--- src/mbe_pkg.sv ---
package mbe_pkg;

	localparam int unsigned MAX_ROW_BYTES_DEF = 32;
	localparam int unsigned FIFO_DEPTH_DEF    = 4;

	localparam int unsigned XY_W       = 16;
	localparam int unsigned SIZE_W     = 8;
	localparam int unsigned COLOUR_W   = 16;
	localparam int unsigned WPX_W      = 8;
	localparam int unsigned BPR_W      = 6;
	localparam int unsigned ROW_W      = 8;
	localparam int unsigned PIX_BYTE   = 8;
	localparam int unsigned BIT_IDX_W  = 3;
	localparam int unsigned CFG_IDX_W  = 3;
	localparam int unsigned CFG_DATA_W = 16;

	typedef enum logic [CFG_IDX_W-1:0] {
		REG_ORIGIN_X      = 3'd0,
		REG_ORIGIN_Y      = 3'd1,
		REG_WIDTH_PX      = 3'd2,
		REG_BYTES_PER_ROW = 3'd3,
		REG_SCALE_FACTOR  = 3'd4,
		REG_FG_COLOUR     = 3'd5,
		REG_BG_COLOUR     = 3'd6,
		REG_OPAQUE_MODE   = 3'd7
	} cfg_reg_t;

	typedef struct packed {
		logic [XY_W-1:0]     origin_x;
		logic [XY_W-1:0]     origin_y;
		logic [WPX_W-1:0]    width_px;
		logic [BPR_W-1:0]    bytes_per_row;
		logic [SIZE_W-1:0]   scale_factor;
		logic [COLOUR_W-1:0] fg_colour;
		logic [COLOUR_W-1:0] bg_colour;
		logic                opaque_mode;
	} cfg_t;

	// One queued byte: mask/bits indexed by pixel offset (0 = leftmost)
	typedef struct packed {
		logic [PIX_BYTE-1:0] mask;
		logic [PIX_BYTE-1:0] bits;
		logic [XY_W-1:0]     x_base;
		logic [XY_W-1:0]     py;
	} cmd_entry_t;

	// zero scale behaves as one
	function automatic logic [SIZE_W-1:0] eff_scale(input logic [SIZE_W-1:0] s);
		return (s == '0) ? SIZE_W'(1) : s;
	endfunction

endpackage

--- src/mbe_front.sv ---
module mbe_front
	import mbe_pkg::*;
#(
	parameter int unsigned MAX_ROW_BYTES = MAX_ROW_BYTES_DEF
) (
	input  logic                clk,
	input  logic                arst_n,
	input  cfg_t                cfg,
	input  logic                push,
	input  logic [PIX_BYTE-1:0] data_byte,
	input  logic                last_byte,
	input  logic                q_full,
	output logic                full,
	output logic                q_push,
	output cmd_entry_t          q_entry
);

	localparam int unsigned BIR_W = (MAX_ROW_BYTES > 1) ? $clog2(MAX_ROW_BYTES) : 1;
	localparam int unsigned CB_W  = BIR_W + BIT_IDX_W;
	localparam int unsigned CMP_W = (CB_W > WPX_W) ? CB_W : WPX_W;
	localparam int unsigned XO_W  = CB_W + SIZE_W;
	localparam int unsigned RY_W  = ROW_W + SIZE_W;

	logic [BIR_W-1:0]    bir_q;
	logic [ROW_W-1:0]    row_q;
	logic                accept;
	logic [SIZE_W-1:0]   scale;
	logic [BPR_W:0]      rows;
	logic [BPR_W:0]      bir_next;
	logic [CB_W-1:0]     col_base;
	logic [XO_W-1:0]     x_off;
	logic [RY_W-1:0]     y_off;
	logic [CMP_W-1:0]    col;
	logic [PIX_BYTE-1:0] mask;
	logic [PIX_BYTE-1:0] bits;

	assign full   = q_full;
	assign accept = push && !q_full;
	assign scale  = eff_scale(cfg.scale_factor);

	// clamp bytes per row to 1..MAX_ROW_BYTES
	always_comb begin
		if (cfg.bytes_per_row == '0) begin
			rows = (BPR_W+1)'(1);
		end else if ({1'b0, cfg.bytes_per_row} > (BPR_W+1)'(MAX_ROW_BYTES)) begin
			rows = (BPR_W+1)'(MAX_ROW_BYTES);
		end else begin
			rows = {1'b0, cfg.bytes_per_row};
		end
	end

	assign bir_next = (BPR_W+1)'(bir_q) + (BPR_W+1)'(1);
	assign col_base = {bir_q, {BIT_IDX_W{1'b0}}};
	assign x_off    = XO_W'(col_base) * XO_W'(scale);
	assign y_off    = RY_W'(row_q) * RY_W'(scale);

	always_comb begin
		col  = '0;
		mask = '0;
		bits = '0;
		for (int b = 0; b < PIX_BYTE; b++) begin
			col     = CMP_W'(col_base) + CMP_W'(b);
			bits[b] = data_byte[PIX_BYTE-1-b];
			mask[b] = (col < CMP_W'(cfg.width_px)) && (bits[b] || cfg.opaque_mode);
		end
	end

	assign q_push         = accept && (mask != '0);
	assign q_entry.mask   = mask;
	assign q_entry.bits   = bits;
	assign q_entry.x_base = cfg.origin_x + XY_W'(x_off);
	assign q_entry.py     = cfg.origin_y + XY_W'(y_off);

	always_ff @(posedge clk or negedge arst_n) begin
		if (!arst_n) begin
			bir_q <= '0;
			row_q <= '0;
		end else if (accept) begin
			if (last_byte) begin
				bir_q <= '0;
				row_q <= '0;
			end else if (bir_next >= rows) begin
				bir_q <= '0;
				row_q <= row_q + ROW_W'(1);
			end else begin
				bir_q <= BIR_W'(bir_next);
			end
		end
	end

endmodule

--- src/mbe_fifo.sv ---
module mbe_fifo
	import mbe_pkg::*;
#(
	parameter int unsigned DEPTH = FIFO_DEPTH_DEF
) (
	input  logic       clk,
	input  logic       arst_n,
	input  logic       wr_en,
	input  cmd_entry_t wr_data,
	input  logic       rd_en,
	output cmd_entry_t rd_data,
	output logic       q_full,
	output logic       q_empty
);

	localparam int unsigned PTR_W = (DEPTH > 1) ? $clog2(DEPTH) : 1;
	localparam int unsigned CNT_W = $clog2(DEPTH + 1);

	cmd_entry_t       mem_q [DEPTH];
	logic [PTR_W-1:0] wr_ptr_q;
	logic [PTR_W-1:0] rd_ptr_q;
	logic [CNT_W-1:0] cnt_q;
	logic             do_wr;
	logic             do_rd;

	assign q_full  = (cnt_q == CNT_W'(DEPTH));
	assign q_empty = (cnt_q == '0);
	assign do_wr   = wr_en && !q_full;
	assign do_rd   = rd_en && !q_empty;
	assign rd_data = mem_q[rd_ptr_q];

	function automatic logic [PTR_W-1:0] ptr_inc(input logic [PTR_W-1:0] p);
		return (p == PTR_W'(DEPTH - 1)) ? '0 : p + PTR_W'(1);
	endfunction

	always_ff @(posedge clk) begin
		if (do_wr) begin
			mem_q[wr_ptr_q] <= wr_data;
		end
	end

	always_ff @(posedge clk or negedge arst_n) begin
		if (!arst_n) begin
			wr_ptr_q <= '0;
			rd_ptr_q <= '0;
			cnt_q    <= '0;
		end else begin
			if (do_wr) begin
				wr_ptr_q <= ptr_inc(wr_ptr_q);
			end
			if (do_rd) begin
				rd_ptr_q <= ptr_inc(rd_ptr_q);
			end
			if (do_wr && !do_rd) begin
				cnt_q <= cnt_q + CNT_W'(1);
			end else if (do_rd && !do_wr) begin
				cnt_q <= cnt_q - CNT_W'(1);
			end
		end
	end

endmodule

--- src/mbe_back.sv ---
module mbe_back
	import mbe_pkg::*;
(
	input  logic                clk,
	input  logic                arst_n,
	input  cfg_t                cfg,
	input  logic                q_empty,
	input  cmd_entry_t          q_entry,
	output logic                q_pop,
	input  logic                pop,
	output logic                empty,
	output logic [XY_W-1:0]     pixel_x,
	output logic [XY_W-1:0]     pixel_y,
	output logic [SIZE_W-1:0]   block_size,
	output logic [COLOUR_W-1:0] colour,
	output logic                last_of_byte
);

	localparam int unsigned XO_W = BIT_IDX_W + SIZE_W;

	cmd_entry_t           cur_q;
	logic                 cur_valid_q;
	logic                 out_valid_q;
	logic [BIT_IDX_W-1:0] sel;
	logic [PIX_BYTE-1:0]  remaining;
	logic [SIZE_W-1:0]    scale;
	logic [XO_W-1:0]      x_off;
	logic                 out_free;
	logic                 advance;
	logic                 cur_done;

	assign scale = eff_scale(cfg.scale_factor);

	// leftmost pending pixel
	always_comb begin
		sel = '0;
		for (int b = PIX_BYTE - 1; b >= 0; b--) begin
			if (cur_q.mask[b]) begin
				sel = BIT_IDX_W'(b);
			end
		end
	end

	assign remaining = cur_q.mask & ~(PIX_BYTE'(1) << sel);
	assign x_off     = XO_W'(sel) * XO_W'(scale);
	assign out_free  = !out_valid_q || pop;
	assign advance   = cur_valid_q && out_free;
	assign cur_done  = advance && (remaining == '0);
	assign q_pop     = !q_empty && (!cur_valid_q || cur_done);
	assign empty     = !out_valid_q;

	always_ff @(posedge clk or negedge arst_n) begin
		if (!arst_n) begin
			cur_valid_q <= 1'b0;
			out_valid_q <= 1'b0;
		end else begin
			if (q_pop) begin
				cur_valid_q <= 1'b1;
			end else if (cur_done) begin
				cur_valid_q <= 1'b0;
			end
			if (advance) begin
				out_valid_q <= 1'b1;
			end else if (pop) begin
				out_valid_q <= 1'b0;
			end
		end
	end

	always_ff @(posedge clk) begin
		if (q_pop) begin
			cur_q <= q_entry;
		end else if (advance) begin
			cur_q.mask <= remaining;
		end
		if (advance) begin
			pixel_x      <= cur_q.x_base + XY_W'(x_off);
			pixel_y      <= cur_q.py;
			block_size   <= scale;
			colour       <= cur_q.bits[sel] ? cfg.fg_colour : cfg.bg_colour;
			last_of_byte <= (remaining == '0);
		end
	end

endmodule

--- src/mono_bitmap_expander_core.sv ---
// 1bpp bitmap colour expander.
// Input queue port: push a bitmap byte (MSB = leftmost pixel) with last_byte
// marking the final byte of the bitmap; a request is taken when push is high
// and full is low. Bytes arrive row-major, bytes_per_row bytes per row.
// Output queue port: one block-fill command per drawn pixel, taken when pop is
// high and empty is low. last_of_byte flags the final command of each byte.
// Bytes that draw nothing (padding, transparent zeros) produce no command.
// Path: the first command of a byte passes through the byte queue, the
// current-byte register and the output register. Throughput: one command per
// cycle while pop keeps the output free and the byte queue holds work; a byte
// yields one command per pixel it draws (0 to 8). Intake runs one byte per
// cycle while the FIFO_DEPTH-entry byte queue has room.
// Stall: with pop low the current command holds; the byte queue fills and
// then full rises. Nothing is dropped.
// Reset: queue and output empty, row/column counters at the top-left corner,
// registers at their defaults (8 px wide, 1 byte/row, scale 1, white fg).
// Configuration writes take effect at the next edge and are meant for idle.
module mono_bitmap_expander_core
	import mbe_pkg::*;
#(
	parameter int unsigned MAX_ROW_BYTES = MAX_ROW_BYTES_DEF,
	parameter int unsigned FIFO_DEPTH    = FIFO_DEPTH_DEF
) (
	input  logic                  clk,
	input  logic                  arst_n,
	// config write port
	input  logic                  cfg_wr_en,
	input  logic [CFG_IDX_W-1:0]  cfg_index,
	input  logic [CFG_DATA_W-1:0] cfg_data,
	// byte input
	input  logic                  push,
	output logic                  full,
	input  logic [PIX_BYTE-1:0]   data_byte,
	input  logic                  last_byte,
	// command output
	output logic                  empty,
	input  logic                  pop,
	output logic [XY_W-1:0]       pixel_x,
	output logic [XY_W-1:0]       pixel_y,
	output logic [SIZE_W-1:0]     block_size,
	output logic [COLOUR_W-1:0]   colour,
	output logic                  last_of_byte
);

	cfg_t       cfg_q;
	logic       q_push;
	logic       q_pop;
	logic       q_full;
	logic       q_empty;
	cmd_entry_t q_wr;
	cmd_entry_t q_rd;

	// register file, reset to the documented defaults
	always_ff @(posedge clk or negedge arst_n) begin
		if (!arst_n) begin
			cfg_q.origin_x      <= '0;
			cfg_q.origin_y      <= '0;
			cfg_q.width_px      <= WPX_W'(8);
			cfg_q.bytes_per_row <= BPR_W'(1);
			cfg_q.scale_factor  <= SIZE_W'(1);
			cfg_q.fg_colour     <= '1;
			cfg_q.bg_colour     <= '0;
			cfg_q.opaque_mode   <= 1'b0;
		end else if (cfg_wr_en) begin
			case (cfg_reg_t'(cfg_index))
				REG_ORIGIN_X:      cfg_q.origin_x      <= cfg_data[XY_W-1:0];
				REG_ORIGIN_Y:      cfg_q.origin_y      <= cfg_data[XY_W-1:0];
				REG_WIDTH_PX:      cfg_q.width_px      <= cfg_data[WPX_W-1:0];
				REG_BYTES_PER_ROW: cfg_q.bytes_per_row <= cfg_data[BPR_W-1:0];
				REG_SCALE_FACTOR:  cfg_q.scale_factor  <= cfg_data[SIZE_W-1:0];
				REG_FG_COLOUR:     cfg_q.fg_colour     <= cfg_data[COLOUR_W-1:0];
				REG_BG_COLOUR:     cfg_q.bg_colour     <= cfg_data[COLOUR_W-1:0];
				REG_OPAQUE_MODE:   cfg_q.opaque_mode   <= cfg_data[0];
				default: begin
				end
			endcase
		end
	end

	// front: row/column tracking, per-pixel draw mask, row/byte base coordinates
	mbe_front #(
		.MAX_ROW_BYTES(MAX_ROW_BYTES)
	) u_front (
		.clk       (clk),
		.arst_n    (arst_n),
		.cfg       (cfg_q),
		.push      (push),
		.data_byte (data_byte),
		.last_byte (last_byte),
		.q_full    (q_full),
		.full      (full),
		.q_push    (q_push),
		.q_entry   (q_wr)
	);

	// decouples byte intake from command emission
	mbe_fifo #(
		.DEPTH(FIFO_DEPTH)
	) u_fifo (
		.clk     (clk),
		.arst_n  (arst_n),
		.wr_en   (q_push),
		.wr_data (q_wr),
		.rd_en   (q_pop),
		.rd_data (q_rd),
		.q_full  (q_full),
		.q_empty (q_empty)
	);

	// back: walks the mask left to right, one command per cycle while pop keeps the output free
	mbe_back u_back (
		.clk          (clk),
		.arst_n       (arst_n),
		.cfg          (cfg_q),
		.q_empty      (q_empty),
		.q_entry      (q_rd),
		.q_pop        (q_pop),
		.pop          (pop),
		.empty        (empty),
		.pixel_x      (pixel_x),
		.pixel_y      (pixel_y),
		.block_size   (block_size),
		.colour       (colour),
		.last_of_byte (last_of_byte)
	);

endmodule

--- config.mk ---
export PLATFORM = sky130hd
export DESIGN_NAME = mono_bitmap_expander_core
export DESIGN_NICKNAME = d
export VERILOG_FILES = /design/src/mbe_pkg.sv /design/src/mbe_front.sv /design/src/mbe_fifo.sv /design/src/mbe_back.sv /design/src/mono_bitmap_expander_core.sv
export SDC_FILE = /design/constraint.sdc
export NUM_CORES = 1
export LEC_CHECK = 0
export BUFFER_PORTS_ARGS = -buffer_cell sky130_fd_sc_hd__buf_4
export CORE_MARGIN = 8
export CORE_UTILIZATION = 29
export CTS_CLUSTER_SIZE = 20
export DETAILED_ROUTE_END_ITERATION = 12
export PLACE_DENSITY = 0.42
export REMOVE_ABC_BUFFERS = 1
export SLEW_MARGIN = 10
export SYNTH_ARGS = -nofsm -noshare
export SYNTH_HDL_FRONTEND = slang
export SYNTH_SLANG_ARGS = --single-unit
--- constraint.sdc ---
create_clock -name clk -period 5.5 [get_ports clk]
set_clock_uncertainty 0.2 [all_clocks]
set_input_delay 0.825 -clock clk [delete_from_list [all_inputs] [get_ports clk]]
set_output_delay 0.825 -clock clk [all_outputs]
set_load 0.005 [all_outputs]
==> reports/qor.csv <==
stage,metric,value,unit
status,status,finished clean,
placed_design,port buffer count,91,
die,Ports,92,
clocking,Longest Clk Path Bufs,3,
drt,DRT Pass-1 Iters,5,
layout,Area Growth Syn to Fin,16.9,%
clocking,"Reg clk slew, reported paths",0.06,ns
sta,fmax,194,MHz
clocking,clk_lat worst skew,0.58,ns
yosys,Synth Register Bits,406,
clocking,cts bufs inserted,47,
global_route,GRT Residual Overflow,0,
layout,share of cells above drive strength 1,0.236,
yosys,yosys warns,0,
yosys,Post-synth EDFFs,297,
pwr,NetSw,0.00350,W
clocking,CTS tree,yes,
yosys,"Avg Cell Area, Syn",13.9,µm²
sta,"Slew Viols, Final",0,
setup_path,critical path type,register to register,
worst_hold_path,Hold Path Class,input port to async pin,
drt,initial DRC count,532,
clocking,Clock Root Buffer,clkbuf_16,
placed_design,# placed instances,2510,
layout,most frequent cells in the layout,"edfxtp_1, inv_1, buf_4",
sta,worst slew pin tran,1.11,ns
drt,drc violations,0,
pwr,clock power share,0.282,
drt,Routed Antenna Nets,0,
placed_design,dpl hpwl,32.9,mm
layout,Filler cells,6988,
die,die height,285,µm
global_route,number of global-route vias before repair,12600,
yosys,post-synthesis sequential area ratio,0.558,
die,initial cell density of the core,0.293,
clocking,# hold bufs at CTS,0,
sta,setup violators final,0,
sta,max_slew headroom,0.254,
placed_design,Placer Congestion,0.783,
pwr,Flop pwr share,0.421,
layout,final layout net count,1834,
die,num rows,98,
yosys,cell count after synthesis,1507,
clocking,CTS H-tree lvls,2,
drt,drt via density,4.57,
layout,final core occ,0.342,
sta,Tcrit/Tclk final,0.938,
yosys,Post-synth ARST share,0.268,
pwr,Power Density,461,nW/µm²
drt,total number of vias,11900,
setup_path,CP Launch Type,register,
yosys,Yosys cell types,66,
yosys,"Top FF cell, synth",edfxtp_1,
drt,Routed WL per cell,18.5,µm
global_route,initial antenna violation count,4,
layout,fin cells,2603,
die,Die Width,285,µm
global_route,global-route wire length before repair,75.7,mm
die,total die area,81000,µm²
setup_path,Critical Path RT,5.68,ns
die,CORE AREA,71500,µm²
setup_path,"Max FO, Critical Path",4,
pwr,Pwr Total,0.0113,W
pwr,Worst VDD drop,247,µV
pwr,sw frac,0.311,
clocking,Clock Sinks,406,
layout,"most common cell after layout, fill and taps aside",edfxtp_1,
yosys,Synth Cell Area,20900,µm²
sta,final hold violations,0,
pwr,Combinational Power Share,0.297,
run,max_cap viols,0,
drt,WL final,48.3,mm
setup_path,Critical Path Sink Type,register,
pwr,Internal,0.00777,W
global_route,largest net degree at the start of global routing,72,
sta,minimum clock period,5.16,ns
global_route,total track usage,0.119,
pwr,Leak Pwr,9.73,nW
setup_path,arrival time at the worst endpoint,5.34,ns
power groups by stage:
stage / sequential (W) / clock (W) / combinational (W)
final: 0.00474 / 0.00318 / 0.00335
after global routing: 0.00483 / 0.00340 / 0.00379
after CTS: 0.00476 / 0.00329 / 0.00341
after detailed placement: 0.00482 / 0 / 0.00337
after global placement: 0.00479 / 0 / 0.00335
after floorplan: 0.00480 / 0 / 0.00222
cell families after synthesis:
family,count (synthesis),share of synthesized area
and+or+nand+nor,339,0.0795
muxes,144,0.105
xor gates and xnor gates,52,0.0218
adders and majority gates,187,0.142
AOI/OAI and AO/OA,166,0.0539
buffers and inverters,213,0.0398
DFF,406,0.558
layout make-up:
class | count | area, µm² | area share
clock buffer | 59 | 1280 | 0.0524
antenna | 1 | 2.50 | 0.000102
inverter | 147 | 552 | 0.0226
tap | 950 | 1190 | 0.0486
sequential | 406 | 11700 | 0.477
clock inverter | 28 | 292 | 0.0119
multi-input combinational | 888 | 8520 | 0.349
timing repair buffer | 124 | 938 | 0.0384
worst max-delay path, stage by stage (launching register included):
cell and delay, ns:
dfrtp_1 0.39, nor4_2 0.31, a21oi_2 0.10, inv_2 0.08, nand2_1 0.07, fa_1 0.52, fa_1 0.45, fa_1 0.54
inv_1 0.06, ha_4 0.25, nor2b_2 0.16, o2111ai_2 0.19, nand2_1 0.07, nor2_1 0.12, xnor2_1 0.10, ha_1 0.35
and3_1 0.21, a211o_1 0.32, o31ai_2 0.21, xor2_1 0.28
cells in the mapped netlist, types with 9 or more instances:
cell type / count / area share
edfxtp_1: 297 / 0.43
inv_1: 146 / 0.026
nand2_1: 118 / 0.021
ha_1: 102 / 0.061
dfrtp_1: 90 / 0.11
fa_1: 85 / 0.081
mux2_2: 84 / 0.045
and2_1: 71 / 0.021
nor2_1: 56 / 0.010
clkbuf_1: 51 / 0.0091
mux4_2: 48 / 0.052
o21ai_0: 44 / 0.011
xnor2_1: 37 / 0.015
a21oi_1: 27 / 0.0065
dfstp_2: 19 / 0.024
nor3_1: 19 / 0.0045
nand3_1: 17 / 0.0041
xor2_1: 15 / 0.0063
o31ai_1: 14 / 0.0050
nand2b_1: 12 / 0.0036
a21o_1: 10 / 0.0036
mux2_4: 10 / 0.0072
o211ai_1: 10 / 0.0036
a211oi_1: 9 / 0.0032
and3_1: 9 / 0.0027
nor2b_1: 9 / 0.0027
stage by stage:
step / hold WS [ns] / setup slack, ns / instance area [µm²] / setup TNS (ns)
finish: 0.217 / 0.339 / 24500 / 0
global route: 0.229 / -0.00746 / 24500 / -0.0298
floorplan: 0.200 / 0.104 / 20600 / 0
global placement: 0.203 / 0.170 / 22800 / 0
CTS: 0.218 / 0.0839 / 24300 / 0
detailed placement: 0.205 / 0.0995 / 22800 / 0
layer usage:
metal  track usage  vias to the layer above  wire length, µm
met5             0                        -                0
met4        0.0264                        0              775
met3        0.0217                       55             1630
met2         0.189                      168            21900
met1         0.168                     6081            24000
li1              -                     5591                -
registers in the layout, indices dropped and copies added, names as in the netlist, 5 cells and up:
name	flops
u_back.cur_q	48
u_back.colour	16
u_front.row_q	8
u_back.pixel_x	16
u_back.block_size	8
u_front.bir_q	5
cfg_q	87
u_back.pixel_y	16
u_fifo.mem_q	192
worst paths after layout:
path / startpoint / to / slack (ns) / cells past startpoint
worst max-delay path: cfg_q[40] / u_fifo.mem_q[2][31] / 0.34 / 19
max in group asynchronous: arst_n / cfg_q[33] / 3.71 / 2
min in group clk: u_back.cur_q[15] / u_back.pixel_y[15] / 0.22 / 0
worst min-delay path: arst_n / cfg_q[3] / 0.22 / 1
worst max register to register: cfg_q[40] / u_fifo.mem_q[2][31] / 0.34 / 19
worst min register to register: u_back.cur_q[15] / u_back.pixel_y[15] / 0.22 / 0
repair_timing:
| action | in CTS | in global routing |
|---|---|---|
| resized for setup | 0 | 15 |
| hold endpoints to repair | 0 | 0 |
| setup endpoints to repair | 0 | 26 |
| setup buffers | 0 | 5 |
No activity file was read; power rests on OpenSTA's default activity.
